$ cat src/design/tcb_spline_point_eval_unit_macros.svh
`ifndef TCB_SPLINE_POINT_EVAL_UNIT_MACROS_SVH
`define TCB_SPLINE_POINT_EVAL_UNIT_MACROS_SVH

// overlapping implication, off while in reset
`define TCBSPL_ASSERT_IMP(lbl, ante, cons, msg) \
    lbl: assert property (@(posedge i_clk) disable iff (!i_rst_n) (ante) |-> cons) \
        else $error(msg);

// next-cycle implication, also checked through reset
`define TCBSPL_ASSERT_NEXT(lbl, ante, cons, msg) \
    lbl: assert property (@(posedge i_clk) (ante) |=> (cons)) else $error(msg);

`endif

$ cat src/design/tcbspl_pkg.sv
package tcbspl_pkg;

    localparam int COORD_WIDTH = 16;
    localparam int FRAC_BITS   = 15;
    localparam int OUT_WIDTH   = COORD_WIDTH + 3;

    // weight factors 0 .. 2*ONE, their products, rounded weights
    localparam int FACT_W = FRAC_BITS + 2;
    localparam int PAIR_W = 2 * FACT_W;
    localparam int PROD_W = 3 * FACT_W;
    localparam int K_W    = FRAC_BITS + 3;

    // basis
    localparam int T_W    = COORD_WIDTH;
    localparam int POLY_W = 3 * T_W + 4;
    localparam int H_W    = FRAC_BITS + 5;

    // coordinate datapath
    localparam int D_W    = COORD_WIDTH + 1;
    localparam int KD_W   = K_W + 1 + D_W;
    localparam int TAN_W  = KD_W + 1;
    localparam int QH_W   = COORD_WIDTH + H_W;
    localparam int QS_W   = QH_W + 1;
    localparam int TH_W   = TAN_W + H_W;
    localparam int ACC_W  = TH_W + 2;

    localparam int PIPE_DEPTH = 7;

    typedef struct packed {
        logic [K_W-1:0] k0;
        logic [K_W-1:0] k1;
        logic [K_W-1:0] k2;
        logic [K_W-1:0] k3;
    } t_weights;

    typedef struct packed {
        logic signed [H_W-1:0] h0;
        logic signed [H_W-1:0] h1;
        logic signed [H_W-1:0] h2;
        logic signed [H_W-1:0] h3;
    } t_basis;

endpackage

$ cat src/design/tcbspl_basis.sv
module tcbspl_basis import tcbspl_pkg::*; (
    input  logic           i_clk,
    input  logic [T_W-1:0] i_param_t,
    output t_basis         o_basis
);

    localparam logic signed [POLY_W-1:0] H_HALF = POLY_W'(1) << (2*FRAC_BITS - 1);
    localparam logic signed [POLY_W-1:0] ONE3   = POLY_W'(1) << (3*FRAC_BITS);

    // half away from zero: (p + half - sign) >>> 2F
    function automatic logic signed [H_W-1:0] round_basis(
        input logic signed [POLY_W-1:0] p
    );
        logic signed [POLY_W-1:0] q;
        q = p + H_HALF - $signed({{(POLY_W-1){1'b0}}, p[POLY_W-1]});
        return q[2*FRAC_BITS +: H_W];
    endfunction

    logic [T_W-1:0]           r_t_s1, r_t_s2;
    logic [2*T_W-1:0]         r_t2_s1, r_t2_s2;
    logic [3*T_W-1:0]         r_t3;
    logic signed [POLY_W-1:0] s3, u2, v1, p0, p1, p2, p3;
    t_basis                   n_basis, r_basis;

    always_comb begin
        s3 = $signed(POLY_W'(r_t3));
        u2 = $signed(POLY_W'(r_t2_s2)) <<< FRAC_BITS;
        v1 = $signed(POLY_W'(r_t_s2)) <<< (2*FRAC_BITS);
        p0 = 2 * s3 - 3 * u2 + ONE3;
        p1 = 3 * u2 - 2 * s3;
        p2 = s3 - 2 * u2 + v1;
        p3 = s3 - u2;
        n_basis.h0 = round_basis(p0);
        n_basis.h1 = round_basis(p1);
        n_basis.h2 = round_basis(p2);
        n_basis.h3 = round_basis(p3);
    end

    always_ff @(posedge i_clk) begin
        r_t_s1  <= i_param_t;
        r_t2_s1 <= i_param_t * i_param_t;
        r_t_s2  <= r_t_s1;
        r_t2_s2 <= r_t2_s1;
        r_t3    <= r_t2_s1 * r_t_s1;
        r_basis <= n_basis;
    end

    assign o_basis = r_basis;

endmodule

$ cat config.mk
export PLATFORM = sky130hd
export DESIGN_NAME = tcbspl_basis
export DESIGN_NICKNAME = d
export VERILOG_FILES = /design/src/design/tcb_spline_point_eval_unit_macros.svh /design/src/design/tcbspl_pkg.sv /design/src/design/tcbspl_basis.sv
export SDC_FILE = /design/constraint.sdc
export NUM_CORES = 2
export LEC_CHECK = 0
export BUFFER_PORTS_ARGS = -buffer_cell sky130_fd_sc_hd__buf_2
export CAP_MARGIN = 20
export CORE_UTILIZATION = 38
export DETAILED_ROUTE_END_ITERATION = 10
export PLACE_DENSITY_LB_ADDON = 0.2
export SYNTH_ARGS = -nofsm -noshare
export SYNTH_HDL_FRONTEND = slang
export SYNTH_SLANG_ARGS = --single-unit
$ cat constraint.sdc
create_clock -name i_clk -period 6.85 [get_ports i_clk]
set_clock_uncertainty 0.15 [all_clocks]
set_input_delay 1.37 -clock i_clk [delete_from_list [all_inputs] [get_ports i_clk]]
set_output_delay 1.37 -clock i_clk [all_outputs]
set_load 0.01 [all_outputs]
==> summary.txt <==
Worst hold path
  • Hold Path Class: flip-flop to flip-flop
  • Hold path depth: 1
  • Hold path start: r_t2_s1[31]

Clocking
  • CTS tree: done
  • CTS Buf Count: 26
  • CTS Buffer Depth: 3
  • Clock latency at the later pin of the worst-skew pair: 600 ps
  • Root buf cell: clkbuf_16
  • CTS clk-pin slew, worst paths: 60 ps
  • Post-CTS Hold Buffers: 0
  • Clk sinks: 219
  • H-tree lvl count: 1

Setup path
  • Worst reg2reg startpoint: r_t_s1[9]
  • Worst path depth: 23
  • Critical path's slowest cell: fa_1
  • CP top delay family: adder cells
  • Critical setup path kind: flip-flop to flip-flop
  • Worst-path cell chain: buf_12 > nand2_1 > fa_1 > fa_1 > fa_1 > inv_1 > fa_1 > inv_2 > fa_1 > inv_2 > fa_1 > ha_4 > nand4_1 > buf_4 > o31ai_4 > a31oi_4 > o31ai_4 > a211o_1 > nand2_2 > a21o_1 > o21a_1 > o41ai_2 > xor2_1
  • CP Launch Point: r_t_s1[9]
  • Worst R2R Path Depth: 23
  • CP bufs+invs: 5
  • Startpoint types: flip-flop
  • Most used cell, CP: fa_1
  • Worst Path Max Fanout: 7
  • CP Capture Type: flip-flop
  • Slowest stage delay, CP: 550 ps
  • Critical Path RT: 7220 ps
  • Crit path DAT: between 7000 and 8000 ps

Finish
  • Fillers: about 12,000
  • Fraction of final layout cells sized beyond drive strength 1: 0.2150
  • Nets: 7,612
  • Most frequent cells in the layout: inv_1, buf_4, ha_1
  • Commonest non-fill, non-tap cell in the layout: inv_1
  • Area grow syn2layout: 25.42%
  • Core Util, Final: 0.4817
  • Post-Layout Cell Count: ~8,000
  • Number of diodes: 0

Outcome
  • Status: complete, no violations

Global routing
  • Initial antenna violation count: 4
  • Global-route wire length before repair: between 200,000 and 250,000 um
  • Largest net degree at the start of global routing: 25
  • Vias in the first global route: 41,270
  • GRT overflow: 0
  • GRT Overall Usage: 0.2195

Timing
  • Worst-margin pin slew: ~830 ps
  • Rel. slew slack: 0.4435
  • Final Max Tran Viols: 0
  • Tmin final: 6679 ps
  • Fin crit share: 0.9750
  • Endpoints failing hold: 0
  • Max Clock Freq: 0.1497 GHz
  • WHS: 429.1 ps
  • Final setup fails: 0
  • RSZ-0062 raised after global routing: true

Drt
  • Top Layer Used: met5
  • Post-DR wirelength/cell: 16.72 um
  • Routed wl met3: between 4000 and 5000 um
  • Post-route ant nets: 0
  • Metal1 wirelength: between 60,000 and 70,000 um
  • DR vias: 39,910
  • DR pass1 iterations: 7
  • Final WL: around 130,000 um
  • DRC violations left: 0
  • Vias per cell: 4.980
  • Initial drt markers: 1,810
  • Routed met2 length: 63,680 um

Logic synthesis
  • Share of flip-flops with an asynchronous set or reset: 0
  • Mux cell area share after synthesis: 0.001376
  • Gate Count Post-Synth: 5,484
  • Synth Warn #: 0
  • Yosys cell types: 87
  • Post-synthesis adder-cell area fraction: 0.4252
  • Post-synthesis register bit count: 219
  • Post-Synth XOR/XNOR Area: 0.06595
  • Synthesized area per cell: 8.292 um2
  • Synthesized area: 45,470 um2
  • Post-Synth Simple-Gate Area: 0.1517
  • Ys flop type: dfxtp_1
  • Sequential area share after synthesis: 0.09641
  • Combinational family with the most area after synthesis: adder cells
  • EDFF count, synth: 0
  • Post-synthesis compound-gate area fraction: 0.1672

Run
  • Maxcap violations: 0

Floorplan
  • FP Rows: 126
  • Die width: around 350 um
  • Die area: 121,100 um2
  • CORE AREA: 118,400 um2
  • I/O pin total: 97
  • Die Y-Extent: 347.9 um
  • Initial Util: 0.3841

Placed design
  • Dpl hpwl: 115,500 um
  • RePlAce Congestion: 0.9092
  • I/O Buffers: 96
  • Inst Count DP: between 7,000 and 8,000
synth_stat cells (all sizes together) (76+ instances only):
master  count  area share
a21o      239       0.039
a21oi     355       0.039
and2      206       0.028
clkbuf    122       0.010
dfxtp     219       0.096
fa        574        0.25
ha        627        0.17
inv       985       0.081
nand2     590       0.049
nand3      76      0.0084
nor2      221       0.018
o21ai     193       0.021
xnor2     207       0.040
xor2      132       0.025
layout make-up:
type	instances	area, um2	share of cell area
Sequential cell	219	4448	0.07799
Inverter	985	3700	0.06487
Clock inverter	14	145.1	0.002545
Tap cell	1600	2002	0.03510
Timing Repair Buffer	1003	7695	0.1349
Multi-Input combinational cell	4159	38270	0.6710
Clock buffer	34	772.0	0.01354
through the flow:
stage	worst slack [ps]	area, um2	setup TNS [ps]
2_1_floorplan	-8.069	45570	-8.069
3_3_place_gp	-426.6	54090	-8969
3_5_place_dp	-505.6	54090	-11960
4_1_cts	-17.82	55350	-26.40
5_1_grt	-94.59	57030	-659.5
6_report	171.0	57030	0
final timing paths:
| check | slack [ps] | end |
|---|---|---|
| worst max-delay path | 170 | r_t3[46] |
| worst min register to register | 430 | r_t2_s2[31] |
| worst max register to register | 170 | r_t3[46] |
| worst min-delay path | 430 | r_t2_s2[31] |
timing repair:
item,4_1_cts,5_1_grt
endpoints found under the setup margin,39,57
pin swaps,25,217
gates resized for setup,83,327
cloned,1,2
buffers inserted,8,52
per-layer routing:
layer,vias to the layer above,GRT usage
met5,-,0
li1,19750,-
met2,789,0.3812
met1,19170,0.2908
met4,2,0.06347
met3,192,0.01630
state kept, by name, indices dropped and copies added, names as in the netlist:
name	cells
r_t2_s1	31
r_t2_s2	31
r_t3	47
r_t_s1	15
r_t_s2	15
o_basis	80
logic make-up (layout without fill, tap and decap cells):
logic type	after synthesis	after routing
buffers and inverters	1111	2036
multiplexers	6	6
XOR/XNOR	340	340
adder cells (fa/ha/maj)	1201	1201
AO/OA/AOI/OAI	1167	1167
flip-flops	219	219
other	2	7
AND/OR/NAND/NOR	1438	1438
Power is left out: the tool's default activity adds up to more than one toggle a clock period on the data nets, which glitch-free logic cannot reach.
